[config.mk]
export PLATFORM = sky130hd
export DESIGN_NAME = two_link_inverse_kinematics_unit
export DESIGN_NICKNAME = d
export VERILOG_FILES = /design/src/rtl/tlik_pkg.sv /design/src/rtl/two_link_inverse_kinematics_unit.sv /design/src/rtl/tlik_ctrl.sv /design/src/rtl/tlik_dp.sv
export SDC_FILE = /design/constraint.sdc
export NUM_CORES = 2
export LEC_CHECK = 0
export BUFFER_PORTS_ARGS = -buffer_cell sky130_fd_sc_hd__buf_2
export CAP_MARGIN = 10
export CORE_MARGIN = 1.5
export CORE_UTILIZATION = 40
export CTS_CLUSTER_SIZE = 10
export DETAILED_ROUTE_END_ITERATION = 8
export SYNTH_ARGS = -nofsm -noshare
export SYNTH_HDL_FRONTEND = slang
export SYNTH_SLANG_ARGS = --single-unit
[constraint.sdc]
create_clock -name clk_i -period 14.05 [get_ports clk_i]
set_clock_uncertainty 0.15 [all_clocks]
set_input_delay 2.81 -clock clk_i [delete_from_list [all_inputs] [get_ports clk_i]]
set_output_delay 2.81 -clock clk_i [all_outputs]
set_load 0.05 [all_outputs]
[src/rtl/tlik_pkg.sv]
// ----------------------------------------------------------------------------
// tlik_pkg
// Shared types, command codes and constants for the two-link IK unit.
// ----------------------------------------------------------------------------
package tlik_pkg;

  // CORDIC iterations for both the vectoring and the rotation pass.
  localparam int CORDIC_STEPS = 16;

  // Angles are signed Q4.16 radians, trig results Q16.
  localparam logic signed [20:0] ANG_PI      = 21'sd205887;
  localparam logic signed [20:0] ANG_HALF_PI = 21'sd102944;
  localparam logic signed [35:0] CORDIC_INV_GAIN = 36'sd39797;

  // Configuration register indexes.
  localparam logic [2:0] REG_ORIGIN_X      = 3'd0;
  localparam logic [2:0] REG_ORIGIN_Y      = 3'd1;
  localparam logic [2:0] REG_FIRST_LENGTH  = 3'd2;
  localparam logic [2:0] REG_SECOND_LENGTH = 3'd3;
  localparam logic [2:0] REG_MIRROR_ELBOW  = 3'd4;

  // Datapath operation codes.
  typedef logic [4:0] op_t;
  localparam op_t OP_NOP   = 5'd0;
  localparam op_t OP_LOAD  = 5'd1;
  localparam op_t OP_M1    = 5'd2;
  localparam op_t OP_M2    = 5'd3;
  localparam op_t OP_SQ0   = 5'd4;
  localparam op_t OP_SQST  = 5'd5;
  localparam op_t OP_DSET  = 5'd6;
  localparam op_t OP_ZERO  = 5'd7;
  localparam op_t OP_VINIT = 5'd8;
  localparam op_t OP_VSTEP = 5'd9;
  localparam op_t OP_RINIT = 5'd10;
  localparam op_t OP_RSTEP = 5'd11;
  localparam op_t OP_RFIN  = 5'd12;
  localparam op_t OP_M3    = 5'd13;
  localparam op_t OP_M4    = 5'd14;
  localparam op_t OP_M5    = 5'd15;
  localparam op_t OP_M6    = 5'd16;
  localparam op_t OP_DEN   = 5'd17;
  localparam op_t OP_CHK   = 5'd18;
  localparam op_t OP_DSTEP = 5'd19;
  localparam op_t OP_DFIN  = 5'd20;
  localparam op_t OP_M7    = 5'd21;
  localparam op_t OP_SQ1   = 5'd22;
  localparam op_t OP_M8    = 5'd23;
  localparam op_t OP_M9    = 5'd24;
  localparam op_t OP_M10   = 5'd25;
  localparam op_t OP_M11   = 5'd26;
  localparam op_t OP_M12   = 5'd27;
  localparam op_t OP_M13   = 5'd28;
  localparam op_t OP_M14   = 5'd29;
  localparam op_t OP_M15   = 5'd30;
  localparam op_t OP_M16   = 5'd31;

  // Command from controller to datapath.
  typedef struct packed {
    op_t        op;
    logic [4:0] idx;
    logic       out_load;
  } cmd_t;

  // Status from datapath to controller.
  typedef struct packed {
    logic d_zero;
    logic need_div;
  } stat_t;

  // Arctangent table: round(atan(2^-i) * 65536).
  function automatic logic [15:0] atan_val(input logic [4:0] i);
    logic [15:0] v;
    case (i)
      5'd0:    v = 16'd51472;
      5'd1:    v = 16'd30386;
      5'd2:    v = 16'd16055;
      5'd3:    v = 16'd8150;
      5'd4:    v = 16'd4091;
      5'd5:    v = 16'd2047;
      5'd6:    v = 16'd1024;
      5'd7:    v = 16'd512;
      5'd8:    v = 16'd256;
      5'd9:    v = 16'd128;
      5'd10:   v = 16'd64;
      5'd11:   v = 16'd32;
      5'd12:   v = 16'd16;
      5'd13:   v = 16'd8;
      5'd14:   v = 16'd4;
      5'd15:   v = 16'd2;
      5'd16:   v = 16'd1;
      default: v = 16'd0;
    endcase
    return v;
  endfunction

endpackage

[src/rtl/two_link_inverse_kinematics_unit.sv]
// ----------------------------------------------------------------------------
// two_link_inverse_kinematics_unit
// Solves a two-link planar arm for a target point: elbow and reach point.
// ----------------------------------------------------------------------------
// Channel   Handshake                    Payload
// input     in_valid_i / in_ready_o      goal_x_i, goal_y_i
// output    out_valid_o / out_ready_i    elbow_x_o, elbow_y_o, reach_x_o,
//                                        reach_y_o, out_of_reach_o
// config    cfg_we_i                     cfg_idx_i, cfg_data_i
//
// Items are solved one at a time by the sequencer on the shared datapath:
// two 17-step square roots, two 16-step CORDIC passes and a 16-step divide.
// A clamped cosine skips the divide; a zero distance also skips both CORDIC
// passes. Input is ready only when idle; a result waits in the output
// register while the next item is taken, and the last step holds while
// that register is full. Reset loads register defaults and empties the output.
// ----------------------------------------------------------------------------
module two_link_inverse_kinematics_unit (
  input  logic               clk_i,
  input  logic               rst_ni,
  input  logic               cfg_we_i,
  input  logic [2:0]         cfg_idx_i,
  input  logic [15:0]        cfg_data_i,
  input  logic               in_valid_i,
  output logic               in_ready_o,
  input  logic signed [15:0] goal_x_i,
  input  logic signed [15:0] goal_y_i,
  output logic               out_valid_o,
  input  logic               out_ready_i,
  output logic signed [16:0] elbow_x_o,
  output logic signed [16:0] elbow_y_o,
  output logic signed [17:0] reach_x_o,
  output logic signed [17:0] reach_y_o,
  output logic               out_of_reach_o
);
  import tlik_pkg::*;

  cmd_t  cmd;
  stat_t stat;

  // Sequencer.
  tlik_ctrl u_ctrl (
    .clk_i       (clk_i),
    .rst_ni      (rst_ni),
    .in_valid_i  (in_valid_i),
    .in_ready_o  (in_ready_o),
    .out_valid_o (out_valid_o),
    .out_ready_i (out_ready_i),
    .stat_i      (stat),
    .cmd_o       (cmd)
  );

  // Arithmetic datapath.
  tlik_dp u_dp (
    .clk_i          (clk_i),
    .rst_ni         (rst_ni),
    .cfg_we_i       (cfg_we_i),
    .cfg_idx_i      (cfg_idx_i),
    .cfg_data_i     (cfg_data_i),
    .goal_x_i       (goal_x_i),
    .goal_y_i       (goal_y_i),
    .cmd_i          (cmd),
    .stat_o         (stat),
    .elbow_x_o      (elbow_x_o),
    .elbow_y_o      (elbow_y_o),
    .reach_x_o      (reach_x_o),
    .reach_y_o      (reach_y_o),
    .out_of_reach_o (out_of_reach_o)
  );

endmodule

[src/rtl/tlik_ctrl.sv]
// ----------------------------------------------------------------------------
// tlik_ctrl
// Sequencer that steps the datapath through one inverse kinematics solve.
// ----------------------------------------------------------------------------
module tlik_ctrl (
  input  logic            clk_i,
  input  logic            rst_ni,
  input  logic            in_valid_i,
  output logic            in_ready_o,
  output logic            out_valid_o,
  input  logic            out_ready_i,
  input  tlik_pkg::stat_t stat_i,
  output tlik_pkg::cmd_t  cmd_o
);
  import tlik_pkg::*;

  localparam logic [5:0] S_IDLE  = 6'd0;
  localparam logic [5:0] S_M1    = 6'd1;
  localparam logic [5:0] S_M2    = 6'd2;
  localparam logic [5:0] S_SQ0   = 6'd3;
  localparam logic [5:0] S_SQA   = 6'd4;
  localparam logic [5:0] S_DSET  = 6'd5;
  localparam logic [5:0] S_ZTST  = 6'd6;
  localparam logic [5:0] S_ZERO  = 6'd7;
  localparam logic [5:0] S_VINIT = 6'd8;
  localparam logic [5:0] S_VSTEP = 6'd9;
  localparam logic [5:0] S_RINIT = 6'd10;
  localparam logic [5:0] S_RSTEP = 6'd11;
  localparam logic [5:0] S_RFIN  = 6'd12;
  localparam logic [5:0] S_M3    = 6'd13;
  localparam logic [5:0] S_M4    = 6'd14;
  localparam logic [5:0] S_M5    = 6'd15;
  localparam logic [5:0] S_M6    = 6'd16;
  localparam logic [5:0] S_DEN   = 6'd17;
  localparam logic [5:0] S_CHK   = 6'd18;
  localparam logic [5:0] S_DSTEP = 6'd19;
  localparam logic [5:0] S_DFIN  = 6'd20;
  localparam logic [5:0] S_M7    = 6'd21;
  localparam logic [5:0] S_SQ1   = 6'd22;
  localparam logic [5:0] S_SQB   = 6'd23;
  localparam logic [5:0] S_M8    = 6'd24;
  localparam logic [5:0] S_M9    = 6'd25;
  localparam logic [5:0] S_M10   = 6'd26;
  localparam logic [5:0] S_M11   = 6'd27;
  localparam logic [5:0] S_M12   = 6'd28;
  localparam logic [5:0] S_M13   = 6'd29;
  localparam logic [5:0] S_M14   = 6'd30;
  localparam logic [5:0] S_M15   = 6'd31;
  localparam logic [5:0] S_M16   = 6'd32;
  localparam logic [5:0] S_FIN   = 6'd33;

  localparam logic [4:0] SQRT_LAST   = 5'd16;
  localparam logic [4:0] CORDIC_LAST = 5'(CORDIC_STEPS - 1);
  localparam logic [4:0] DIV_LAST    = 5'd15;

  logic [5:0] state_q, state_d;
  logic [4:0] cnt_q, cnt_d;
  logic       out_valid_q, out_valid_d;

  assign in_ready_o  = (state_q == S_IDLE);
  assign out_valid_o = out_valid_q;

  // Next state, step counter and datapath command.
  always_comb begin
    state_d     = state_q;
    cnt_d       = cnt_q;
    out_valid_d = out_valid_q & ~out_ready_i;
    cmd_o.op       = OP_NOP;
    cmd_o.idx      = cnt_q;
    cmd_o.out_load = 1'b0;
    case (state_q)
      S_IDLE: begin
        if (in_valid_i) begin
          cmd_o.op = OP_LOAD;
          state_d  = S_M1;
        end
      end
      S_M1:  begin cmd_o.op = OP_M1;  state_d = S_M2; end
      S_M2:  begin cmd_o.op = OP_M2;  state_d = S_SQ0; end
      S_SQ0: begin cmd_o.op = OP_SQ0; state_d = S_SQA; cnt_d = '0; end
      S_SQA: begin
        cmd_o.op = OP_SQST;
        cnt_d    = cnt_q + 5'd1;
        if (cnt_q == SQRT_LAST) begin
          cnt_d   = '0;
          state_d = S_DSET;
        end
      end
      S_DSET: begin cmd_o.op = OP_DSET; state_d = S_ZTST; end
      S_ZTST: state_d = stat_i.d_zero ? S_ZERO : S_VINIT;
      S_ZERO: begin cmd_o.op = OP_ZERO; state_d = S_M3; end
      S_VINIT: begin cmd_o.op = OP_VINIT; state_d = S_VSTEP; end
      S_VSTEP: begin
        cmd_o.op = OP_VSTEP;
        cnt_d    = cnt_q + 5'd1;
        if (cnt_q == CORDIC_LAST) begin
          cnt_d   = '0;
          state_d = S_RINIT;
        end
      end
      S_RINIT: begin cmd_o.op = OP_RINIT; state_d = S_RSTEP; end
      S_RSTEP: begin
        cmd_o.op = OP_RSTEP;
        cnt_d    = cnt_q + 5'd1;
        if (cnt_q == CORDIC_LAST) begin
          cnt_d   = '0;
          state_d = S_RFIN;
        end
      end
      S_RFIN: begin cmd_o.op = OP_RFIN; state_d = S_M3; end
      S_M3:  begin cmd_o.op = OP_M3;  state_d = S_M4; end
      S_M4:  begin cmd_o.op = OP_M4;  state_d = S_M5; end
      S_M5:  begin cmd_o.op = OP_M5;  state_d = S_M6; end
      S_M6:  begin cmd_o.op = OP_M6;  state_d = S_DEN; end
      S_DEN: begin cmd_o.op = OP_DEN; state_d = S_CHK; end
      S_CHK: begin
        cmd_o.op = OP_CHK;
        cnt_d    = '0;
        state_d  = stat_i.need_div ? S_DSTEP : S_M7;
      end
      S_DSTEP: begin
        cmd_o.op = OP_DSTEP;
        cnt_d    = cnt_q + 5'd1;
        if (cnt_q == DIV_LAST) begin
          cnt_d   = '0;
          state_d = S_DFIN;
        end
      end
      S_DFIN: begin cmd_o.op = OP_DFIN; state_d = S_M7; end
      S_M7:  begin cmd_o.op = OP_M7;  state_d = S_SQ1; end
      S_SQ1: begin cmd_o.op = OP_SQ1; state_d = S_SQB; cnt_d = '0; end
      S_SQB: begin
        cmd_o.op = OP_SQST;
        cnt_d    = cnt_q + 5'd1;
        if (cnt_q == SQRT_LAST) begin
          cnt_d   = '0;
          state_d = S_M8;
        end
      end
      S_M8:  begin cmd_o.op = OP_M8;  state_d = S_M9; end
      S_M9:  begin cmd_o.op = OP_M9;  state_d = S_M10; end
      S_M10: begin cmd_o.op = OP_M10; state_d = S_M11; end
      S_M11: begin cmd_o.op = OP_M11; state_d = S_M12; end
      S_M12: begin cmd_o.op = OP_M12; state_d = S_M13; end
      S_M13: begin cmd_o.op = OP_M13; state_d = S_M14; end
      S_M14: begin cmd_o.op = OP_M14; state_d = S_M15; end
      S_M15: begin cmd_o.op = OP_M15; state_d = S_M16; end
      S_M16: begin cmd_o.op = OP_M16; state_d = S_FIN; end
      S_FIN: begin
        // Move the result into the output register once it is free.
        if (!out_valid_q || out_ready_i) begin
          cmd_o.out_load = 1'b1;
          out_valid_d    = 1'b1;
          state_d        = S_IDLE;
        end
      end
      default: state_d = S_IDLE;
    endcase
  end

  // State registers.
  always_ff @(posedge clk_i or negedge rst_ni) begin
    if (!rst_ni) begin
      state_q     <= S_IDLE;
      cnt_q       <= '0;
      out_valid_q <= 1'b0;
    end else begin
      state_q     <= state_d;
      cnt_q       <= cnt_d;
      out_valid_q <= out_valid_d;
    end
  end

endmodule

[src/rtl/tlik_dp.sv]
// ----------------------------------------------------------------------------
// tlik_dp
// Datapath: configuration registers, shared multiplier, square root,
// divider and CORDIC registers, and the result registers.
// ----------------------------------------------------------------------------
module tlik_dp (
  input  logic                clk_i,
  input  logic                rst_ni,
  input  logic                cfg_we_i,
  input  logic [2:0]          cfg_idx_i,
  input  logic [15:0]         cfg_data_i,
  input  logic signed [15:0]  goal_x_i,
  input  logic signed [15:0]  goal_y_i,
  input  tlik_pkg::cmd_t      cmd_i,
  output tlik_pkg::stat_t     stat_o,
  output logic signed [16:0]  elbow_x_o,
  output logic signed [16:0]  elbow_y_o,
  output logic signed [17:0]  reach_x_o,
  output logic signed [17:0]  reach_y_o,
  output logic                out_of_reach_o
);
  import tlik_pkg::*;

  // Divide by 65536 with truncation toward zero.
  function automatic logic signed [39:0] trunc16(input logic signed [39:0] v);
    logic signed [39:0] b;
    b = v + (v[39] ? 40'sd65535 : 40'sd0);
    return b >>> 16;
  endfunction

  // Configuration registers.
  logic signed [15:0] ox_q, oy_q;
  logic [13:0]        l0_q, l1_q;
  logic               mirror_q;

  always_ff @(posedge clk_i or negedge rst_ni) begin
    if (!rst_ni) begin
      ox_q     <= '0;
      oy_q     <= '0;
      l0_q     <= 14'd100;
      l1_q     <= 14'd100;
      mirror_q <= 1'b0;
    end else if (cfg_we_i) begin
      case (cfg_idx_i)
        REG_ORIGIN_X:      ox_q     <= cfg_data_i;
        REG_ORIGIN_Y:      oy_q     <= cfg_data_i;
        REG_FIRST_LENGTH:  l0_q     <= cfg_data_i[13:0];
        REG_SECOND_LENGTH: l1_q     <= cfg_data_i[13:0];
        REG_MIRROR_ELBOW:  mirror_q <= cfg_data_i[0];
        default: ;
      endcase
    end
  end

  // Working registers.
  logic signed [16:0] dx_q, dy_q;
  logic signed [39:0] p_q, acc_q, num_q, den_q;
  logic [33:0]        sv_q, sr_q, rem_q;
  logic [16:0]        d_q, q_q;
  logic signed [35:0] cx_q, cy_q;
  logic signed [20:0] cz_q, zb_q;
  logic               neg_q, qneg_q, flag_q;
  logic signed [19:0] ct_q, st_q;
  logic signed [17:0] cq_q;
  logic signed [15:0] ex_q, ey_q;
  logic signed [16:0] elx_q, ely_q;
  logic signed [17:0] rx_q, ry_q;
  logic signed [16:0] elx_o_q, ely_o_q;
  logic signed [17:0] rx_o_q, ry_o_q;
  logic               flag_o_q;

  // Shared multiplier operand selection.
  logic signed [19:0] ma, mb;
  logic signed [39:0] prod;
  logic signed [19:0] l0_s, l1_s, d_s;

  assign l0_s = $signed({6'd0, l0_q});
  assign l1_s = $signed({6'd0, l1_q});
  assign d_s  = $signed({3'd0, d_q});

  always_comb begin
    ma = '0;
    mb = '0;
    case (cmd_i.op)
      OP_M1:   begin ma = 20'(dx_q); mb = 20'(dx_q); end
      OP_M2:   begin ma = 20'(dy_q); mb = 20'(dy_q); end
      OP_M3:   begin ma = l0_s; mb = l0_s; end
      OP_M4:   begin ma = d_s;  mb = d_s; end
      OP_M5:   begin ma = l1_s; mb = l1_s; end
      OP_M6:   begin ma = l0_s; mb = d_s; end
      OP_M7:   begin ma = 20'(cq_q); mb = 20'(cq_q); end
      OP_M8:   begin ma = l0_s; mb = $signed({3'd0, sr_q[16:0]}); end
      OP_M9:   begin ma = l0_s; mb = 20'(cq_q); end
      OP_M10:  begin ma = 20'(ex_q); mb = st_q; end
      OP_M11:  begin ma = 20'(ey_q); mb = ct_q; end
      OP_M12:  begin ma = 20'(ey_q); mb = st_q; end
      OP_M13:  begin ma = 20'(ex_q); mb = ct_q; end
      OP_M14:  begin ma = d_s; mb = ct_q; end
      OP_M15:  begin ma = d_s; mb = st_q; end
      default: ;
    endcase
  end

  assign prod = ma * mb;

  // Step helpers.
  logic [33:0]        sq_bit, sq_t, dv_t;
  logic signed [35:0] sx, sy, dx36, dy36;
  logic signed [20:0] atn, zt;
  logic signed [39:0] nnum, absn, sum_x, dif_y;

  assign sq_bit = 34'd1 << (6'd32 - {cmd_i.idx, 1'b0});
  assign sq_t   = sr_q + sq_bit;
  assign dv_t   = {rem_q[32:0], 1'b0};
  assign sx     = cx_q >>> cmd_i.idx;
  assign sy     = cy_q >>> cmd_i.idx;
  assign atn    = $signed({5'd0, atan_val(cmd_i.idx)});
  assign dx36   = 36'(dx_q);
  assign dy36   = 36'(dy_q);
  assign zt     = cz_q + zb_q;
  assign nnum   = -num_q;
  assign absn   = num_q[39] ? nnum : num_q;
  assign sum_x  = acc_q + p_q;
  assign dif_y  = acc_q - p_q;

  assign stat_o.d_zero   = (d_q == '0);
  assign stat_o.need_div = (den_q != '0) && (num_q < den_q) && (nnum < den_q);

  // Operation execution.
  always_ff @(posedge clk_i) begin
    p_q <= prod;
    case (cmd_i.op)
      OP_LOAD: begin
        dx_q   <= 17'(goal_x_i) - 17'(ox_q);
        dy_q   <= 17'(goal_y_i) - 17'(oy_q);
        flag_q <= 1'b0;
      end
      OP_M2:  acc_q <= p_q;
      OP_SQ0: begin
        sv_q <= sum_x[33:0];
        sr_q <= '0;
      end
      OP_SQST: begin
        if (sv_q >= sq_t) begin
          sv_q <= sv_q - sq_t;
          sr_q <= (sr_q >> 1) + sq_bit;
        end else begin
          sr_q <= sr_q >> 1;
        end
      end
      OP_DSET: d_q <= sr_q[16:0];
      OP_ZERO: begin
        ct_q   <= '0;
        st_q   <= 20'sd65536;
        flag_q <= 1'b1;
      end
      OP_VINIT: begin
        cz_q <= '0;
        if (dx_q[16]) begin
          cx_q <= (-dx36) <<< 16;
          cy_q <= (-dy36) <<< 16;
          zb_q <= dy_q[16] ? -ANG_PI : ANG_PI;
        end else begin
          cx_q <= dx36 <<< 16;
          cy_q <= dy36 <<< 16;
          zb_q <= '0;
        end
      end
      OP_VSTEP: begin
        if (!cy_q[35]) begin
          cx_q <= cx_q + sy;
          cy_q <= cy_q - sx;
          cz_q <= cz_q + atn;
        end else begin
          cx_q <= cx_q - sy;
          cy_q <= cy_q + sx;
          cz_q <= cz_q - atn;
        end
      end
      OP_RINIT: begin
        cx_q <= CORDIC_INV_GAIN;
        cy_q <= '0;
        if (zt > ANG_HALF_PI) begin
          cz_q  <= zt - ANG_PI;
          neg_q <= 1'b1;
        end else if (zt < -ANG_HALF_PI) begin
          cz_q  <= zt + ANG_PI;
          neg_q <= 1'b1;
        end else begin
          cz_q  <= zt;
          neg_q <= 1'b0;
        end
      end
      OP_RSTEP: begin
        if (!cz_q[20]) begin
          cx_q <= cx_q - sy;
          cy_q <= cy_q + sx;
          cz_q <= cz_q - atn;
        end else begin
          cx_q <= cx_q + sy;
          cy_q <= cy_q - sx;
          cz_q <= cz_q + atn;
        end
      end
      OP_RFIN: begin
        ct_q <= neg_q ? -cx_q[19:0] : cx_q[19:0];
        st_q <= neg_q ? -cy_q[19:0] : cy_q[19:0];
      end
      OP_M4:  acc_q <= p_q;
      OP_M5:  acc_q <= acc_q + p_q;
      OP_M6:  num_q <= acc_q - p_q;
      OP_DEN: den_q <= p_q <<< 1;
      OP_CHK: begin
        // Clamp the cosine, or set up the restoring divider.
        rem_q  <= absn[33:0];
        q_q    <= '0;
        qneg_q <= num_q[39];
        if (den_q == '0) begin
          cq_q   <= 18'sd65536;
          flag_q <= 1'b1;
        end else if (num_q >= den_q) begin
          cq_q <= 18'sd65536;
          if (num_q > den_q) flag_q <= 1'b1;
        end else if (nnum >= den_q) begin
          cq_q <= -18'sd65536;
          if (nnum > den_q) flag_q <= 1'b1;
        end
      end
      OP_DSTEP: begin
        if (dv_t >= den_q[33:0]) begin
          rem_q <= dv_t - den_q[33:0];
          q_q   <= {q_q[15:0], 1'b1};
        end else begin
          rem_q <= dv_t;
          q_q   <= {q_q[15:0], 1'b0};
        end
      end
      OP_DFIN: cq_q <= qneg_q ? -$signed({1'b0, q_q}) : $signed({1'b0, q_q});
      OP_SQ1: begin
        sv_q <= 34'h1_0000_0000 - p_q[33:0];
        sr_q <= '0;
      end
      OP_M9:  ex_q <= mirror_q ? $signed(p_q[31:16]) : -$signed(p_q[31:16]);
      OP_M10: ey_q <= 16'(trunc16(p_q));
      OP_M11: acc_q <= p_q;
      OP_M12: elx_q <= 17'(ox_q) + 17'(trunc16(sum_x));
      OP_M13: acc_q <= p_q;
      OP_M14: ely_q <= 17'(oy_q) + 17'(trunc16(dif_y));
      OP_M15: rx_q <= 18'(ox_q) + 18'(trunc16(p_q));
      OP_M16: ry_q <= 18'(oy_q) + 18'(trunc16(p_q));
      default: ;
    endcase
  end

  // Output register.
  always_ff @(posedge clk_i) begin
    if (cmd_i.out_load) begin
      elx_o_q  <= elx_q;
      ely_o_q  <= ely_q;
      rx_o_q   <= rx_q;
      ry_o_q   <= ry_q;
      flag_o_q <= flag_q;
    end
  end

  assign elbow_x_o      = elx_o_q;
  assign elbow_y_o      = ely_o_q;
  assign reach_x_o      = rx_o_q;
  assign reach_y_o      = ry_o_q;
  assign out_of_reach_o = flag_o_q;

endmodule

# [Word level (Yosys, flattened, before mapping)]
# Memory sizes are Yosys's and may differ from the RTL's.
# Index checks and enable logic that the tools add are counted.
[word_totals] rom_bits=512 memories=1 latchBits=0 register_bits=749 ramBits=0 inputBits=56
[op_classes] n_mux=65 n_shift=3 add_sub_neg=34 bitwise=2 multipliers=1 n_div=0 n_eq_ne=81 n_reduce_logical=41 magnitude_cmp=10
[mem_list] memory="(no name shown)" depth=32 width=16 read_ports=1 rd_clocked_by_memory_dff=0 write_ports=0 line="tlik_pkg.sv:73" rtl="case (i)"
[op_table] op="36-bit case mux with 4 select lines" count=2
[op_table] op="36-bit 2-to-1 mux" count=6
[op_table] op="6-bit case mux with 33 select lines" count=1
[op_table] op="20-bit case mux with 9 select lines" count=1
[op_table] op="20-bit case mux with 8 select lines" count=1
[op_table] op="5-bit case mux with 31 select lines" count=1
[op_table] op="21-bit 2-to-1 mux" count=5
[op_table] op="34-bit case mux with 3 select lines" count=1
[op_table] op="6-bit by 5-bit equality test with 1-bit output, second input constant" count=16
[op_table] op="5-bit equality test, second input constant" count=17
[op_table] op="21-bit case mux with 4 select lines" count=1
[op_table] op="40-bit greater-or-equal comparator" count=2
[op_table] op="40-bit > comparator" count=2
[op_table] op="40-bit < comparator" count=2
[op_table] op="20-bit case mux with 2 select lines" count=2
[op_table] op="40-bit case mux with 2 select lines" count=1
[op_table] op="36-bit adder" count=2
[op_table] op="18-bit 2-to-1 mux" count=4
[op_table] op="36-bit by 5-bit >>> shifter with 36-bit output" count=2
[op_table] op="36-bit subtractor" count=2
[op_table] op="34-bit adder" count=2
[op_table] op="34-bit greater-or-equal comparator" count=2
[op_table] op="34-bit 2-to-1 mux" count=2
[op_table] op="34-bit case mux with 2 select lines" count=1
[op_table] op="other kinds (74)" count=159

# [Logic depth before layout (Yosys ltp)]
[logic_depth] depth_word=7 ltp_mapped=42 mapped_depth_nobuf=38

# [By module]
# A second synthesis with hierarchy kept.
[hier_totals] hier_cells=8828 area_unflattened_um2=78211.3
[modules_own_cells] mod="tlik_dp" area_per_inst_um2=76927.5 cells_per_inst=8656 instances=1
[modules_own_cells] mod="tlik_ctrl" area_per_inst_um2=1283.7 cells_per_inst=172 instances=1

# [Least setup slack after synthesis]
# Ideal clock, no wire load.
[synth_timing] path_type="input to register" from="in in_valid_i" to="reg u_dp.p_q[39]" setup_slack_ns=1.877 path_stages=36 t_arrival_ns=11.902 n_path_buf=3 required_ns=13.779 path_cell_list="nand2_1 -> o21ai_1 -> nor2_1 -> nor4b_1 -> a21o_1 -> clkbuf_1 -> clkbuf_1 -> nand2_1 -> nand4_1 -> clkbuf_1 -> nand2_1 -> fa_1 -> inv_1 -> fa_1 -> inv_1 -> fa_1 -> inv_1 -> fa_1 -> inv_1 -> fa_1 -> inv_1 -> fa_1 -> inv_1 -> fa_1 -> inv_1 -> ha_1 -> o21a_1 -> o21ai_0 -> o21bai_1 -> nand3_1 -> a2111oi_0 -> o21ai_0 -> a21oi_1 -> a211o_1 -> a21oi_1 -> xnor2_1"
[synth_via] elab_chain_len=6
[synth_rtl] element="start: declaration" line="two_link_inverse_kinematics_unit.sv:24" rtl="input logic in_valid_i,"
[synth_rtl] element="1-bit 2-to-1 mux *" line="tlik_ctrl.sv:73" rtl="if (in_valid_i) begin"
[synth_rtl] element="5-bit case mux with 31 select lines *" line="tlik_ctrl.sv:71" rtl="case (state_q)"
[synth_rtl] element="5-bit by 4-bit equality test with 1-bit output or 5-bit equality test (tied branches)" line="tlik_dp.sv:84" rtl="case (cmd_i.op)"
[synth_rtl] element="4-bit OR reduction (no source line), or another cell as far along"
[synth_rtl] element="20-bit case mux with 8 select lines or 20-bit case mux with 9 select lines (tied branches)" line="tlik_dp.sv:84"
[synth_rtl] element="20-bit by 20-bit multiplier with 40-bit output *" line="tlik_dp.sv:104" rtl="assign prod = ma * mb;"
[synth_rtl] element="net u_dp.prod[39]" line="tlik_dp.sv:74" rtl="logic signed [39:0] prod;"
[synth_rtl] element="end signal: assignment" line="tlik_dp.sv:131" rtl="p_q <= prod;"
[synth_rtl] element="end: declaration" line="tlik_dp.sv:57" rtl="logic signed [39:0] p_q, acc_q, num_q, den_q;"
# Mark *: on every way through the listed nets, which the timed path passes. The rest lies on a longest branch.
# A chain may end at the register's enable or synchronous reset.

# [Final worst setup path]
[layout_timing] from="in in_valid_i" to="reg u_dp.p_q[38]"
# The elaborated chain is that of the path after synthesis.

==> results by group <==
Outcome
  • Status: completed

Synth
  • Synthesis-stage register bit count: roughly 730
  • Synthesized cell area: a little under 80000 um^2
  • Post-synthesis sequential area ratio: 0.2701
  • Post-synth top area share: 0.2365
  • Ys async rst share: 0.09986
  • Top FF cell, synth: edfxtp_1
  • Syn avg cell area: between 8 and 9 um^2
  • Ys Warns: 0
  • Top-count cell post-synth: nor2_1
  • EDFF count, synth: 618
  • Mapped Nets: 10070
  • Largest cells by area after synthesis: edfxtp_1, ha_1, fa_1
  • Most frequent cells after synthesis: nor2_1, inv_1, nand2_1
  • Syn Inst Count: between 8000 and 9000
  • Yosys top cell by area: edfxtp_1
  • Yosys cell types: 115

Setup path
  • Worst R2R Setup Slack: 2.76 ns
  • Setup CP Type: input pin to register
  • Max incr delay on CP: 0.64 ns
  • Startpoint Class: input pin
  • RR Startpoint: u_ctrl.state_q[4]
  • Setup crit end kind: register
  • FF-to-FF End: u_dp.p_q[38]
  • Crit-path slowest cell: and3_1
  • Crit-path max FO: 18
  • Critical Path RT: 14.52 ns
  • FF-to-FF path depth: 38
  • WP data arrival: 12.24 ns

Route
  • Routed WL: 281.6 mm
  • DR pass1 iterations: 9
  • Iter 0 DRT Violations: 7064
  • ANT nets after route: 0
  • Vias per cell: 5.922
  • Drc violations: 0
  • Via count: 68170
  • Routed WL per cell: roughly 24 um

GRT
  • Pin count of the biggest net entering global routing: between 80 and 90
  • GR Util All Layers: 0.2772
  • Vias in the first global route: 65990
  • Global-route wire length before repair: approximately 420 mm
  • Initial antenna violation count: 6
  • Remaining Overflow, GRT: 0

Clock network
  • Cts repair resizes: 0
  • H-tree depth: 3
  • Clock latency on the worst-skew pair: 0.76 ns
  • Total CTS buffers: 93
  • Num Clock Sinks: 731
  • Clk slew on worst S/H paths: ~0.05 ns
  • CTS tree: done
  • Clk buf depth: 3
  • CTS root buffer: clkbuf_16
  • Number of hold buffers added after cts: 0
  • Postcts setup bufs: 0

Worst hold path
  • Worst min path class: register to register
  • Number of cells on the worst hold path: 0
  • Hold Path End: u_dp.reach_y_o[9]
  • Hold wc startpoint: u_dp.ry_q[9]

Final layout
  • Layout Nets: roughly 10000
  • Synthesis-to-finish area growth: 8.244%
  • Share of cells above drive strength 1: 0.07349

Floorplanning
  • I/O pin count: 129
  • Die Ht: 445.9 um
  • Die Width: between 400 and 500 um
  • Starting Density: 0.4024
  • Die area: 198800 um^2
  • CORE AREA: 195000 um^2
  • Cell Rows: 162

Placed design
  • Dpl hpwl: 222.1 mm
  • GP Congestion: roughly 1
  • Input/output buffers: 128

Timing
  • RSZ-0062 raised after global routing: no
  • Slew margin rel.: 0.1179
  • Fmax: 84.95 MHz
  • Fin Setup TNS: 0 ns
  • Min Tclk post-route: 11.77 ns
  • Worst-Margin Slew: 1.323 ns
  • Final number of setup-violating endpoints: 0
  • Final period util: 0.8379
  • Fin. Hold Viols: 0
  • Final Max Slew Viols: 0

Job
  • Max-cap viol count: 0
[state kept, by name (all words and copies together) (netlist names), 20 cells and up]
| register | count |
|---|---|
| u_dp.num_q | 40 |
| u_dp.sr_q | 34 |
| u_dp.rem_q | 33 |
| u_dp.st_q | 20 |
| u_dp.acc_q | 40 |
| u_dp.cy_q | 36 |
| u_dp.sv_q | 34 |
| u_dp.ct_q | 20 |
| u_dp.den_q | 39 |
| u_dp.cz_q | 21 |
| u_dp.cx_q | 36 |
| u_dp.p_q | 40 |
[placed cells by master, fill, tap and decap left out, drive strengths merged, types with 205 or more instances in the layout]
cell type	synthesis	layout
nor2	883	883
inv	867	869
nand2	825	825
ha	727	727
edfxtp	618	618
a21oi	524	524
o21ai	454	454
fa	412	412
xnor2	355	355
buf	73	257
a21o	207	207
xor2	205	205
[cells by family (layout without fill, tap and decap cells)]
logic type | after synthesis | count (layout) | share of synthesized area
buf+inv | 1276 | 1290 | 0.06157
other cells | 0 | 1 | 0
xor+xnor | 561 | 561 | 0.06280
simple gates | 2715 | 2715 | 0.1606
mux | 184 | 184 | 0.02985
fa+ha+maj | 1139 | 1139 | 0.2211
compound gates | 2266 | 2266 | 0.1940
flops | 731 | 731 | 0.2701
[routing by layer]
layer  track usage  wire length [um]
met5             0                41
met4        0.1318             15150
met2        0.4486            128100
met3       0.04756             22170
met1        0.3587            116100
[worst max-delay path: cells and delay by family]
kind | cells | cell delay [ns]
AOI/OAI and AO/OA | 8 | 2.13
xor gates and xnor gates | 1 | 0.17
adders and majority gates | 8 | 3.75
buffers and inverters | 9 | 0.72
and+or+nand+nor | 10 | 2.61
[metrics by stage]
step | cell area (um^2) | util | std cells | hold WS [ns] | setup WS (ns)
floorplan | 78460 | - | 8872 | 0.2503 | 1.877
global placement | 81940 | 0.4202 | 11350 | 0.2537 | 1.671
detailed placement | 81940 | 0.4202 | 11350 | 0.2545 | 1.604
CTS | 84920 | 0.4355 | 11510 | 0.2651 | 2.401
global route | 84930 | 0.4355 | 11510 | 0.2654 | 1.729
finish | 84930 | 0.4356 | 11510 | 0.2638 | 2.278
[how the worst max path moves through the flow]
stage | startpoint | endpoint | slack (ns) | cells after the start
3_5_place_dp | in_valid_i | u_dp.p_q[39] | 1.60 | 35
3_3_place_gp | in_valid_i | u_dp.p_q[39] | 1.67 | 32
6_report | in_valid_i | u_dp.p_q[38] | 2.28 | 36
5_1_grt | in_valid_i | u_dp.p_q[36] | 1.73 | 37
4_1_cts | in_valid_i | u_dp.p_q[36] | 2.40 | 37
2_1_floorplan | in_valid_i | u_dp.p_q[39] | 1.88 | 36
[cell type report]
cell class / instances / area, um^2
diodes: 1 / 2.502
clock buffers: 131 / 2560
clock inverters: 29 / 417.9
fillers: 19190 / 110100
inverters: 873 / 3279
multi-input cells: 6865 / 52570
flip-flops and latches: 731 / 21200
well taps: 2624 / 3283
repair buffers: 257 / 1615
Power is left out: the tool's default activity adds up to more than one toggle a clock period on the data nets, which glitch-free logic cannot reach.
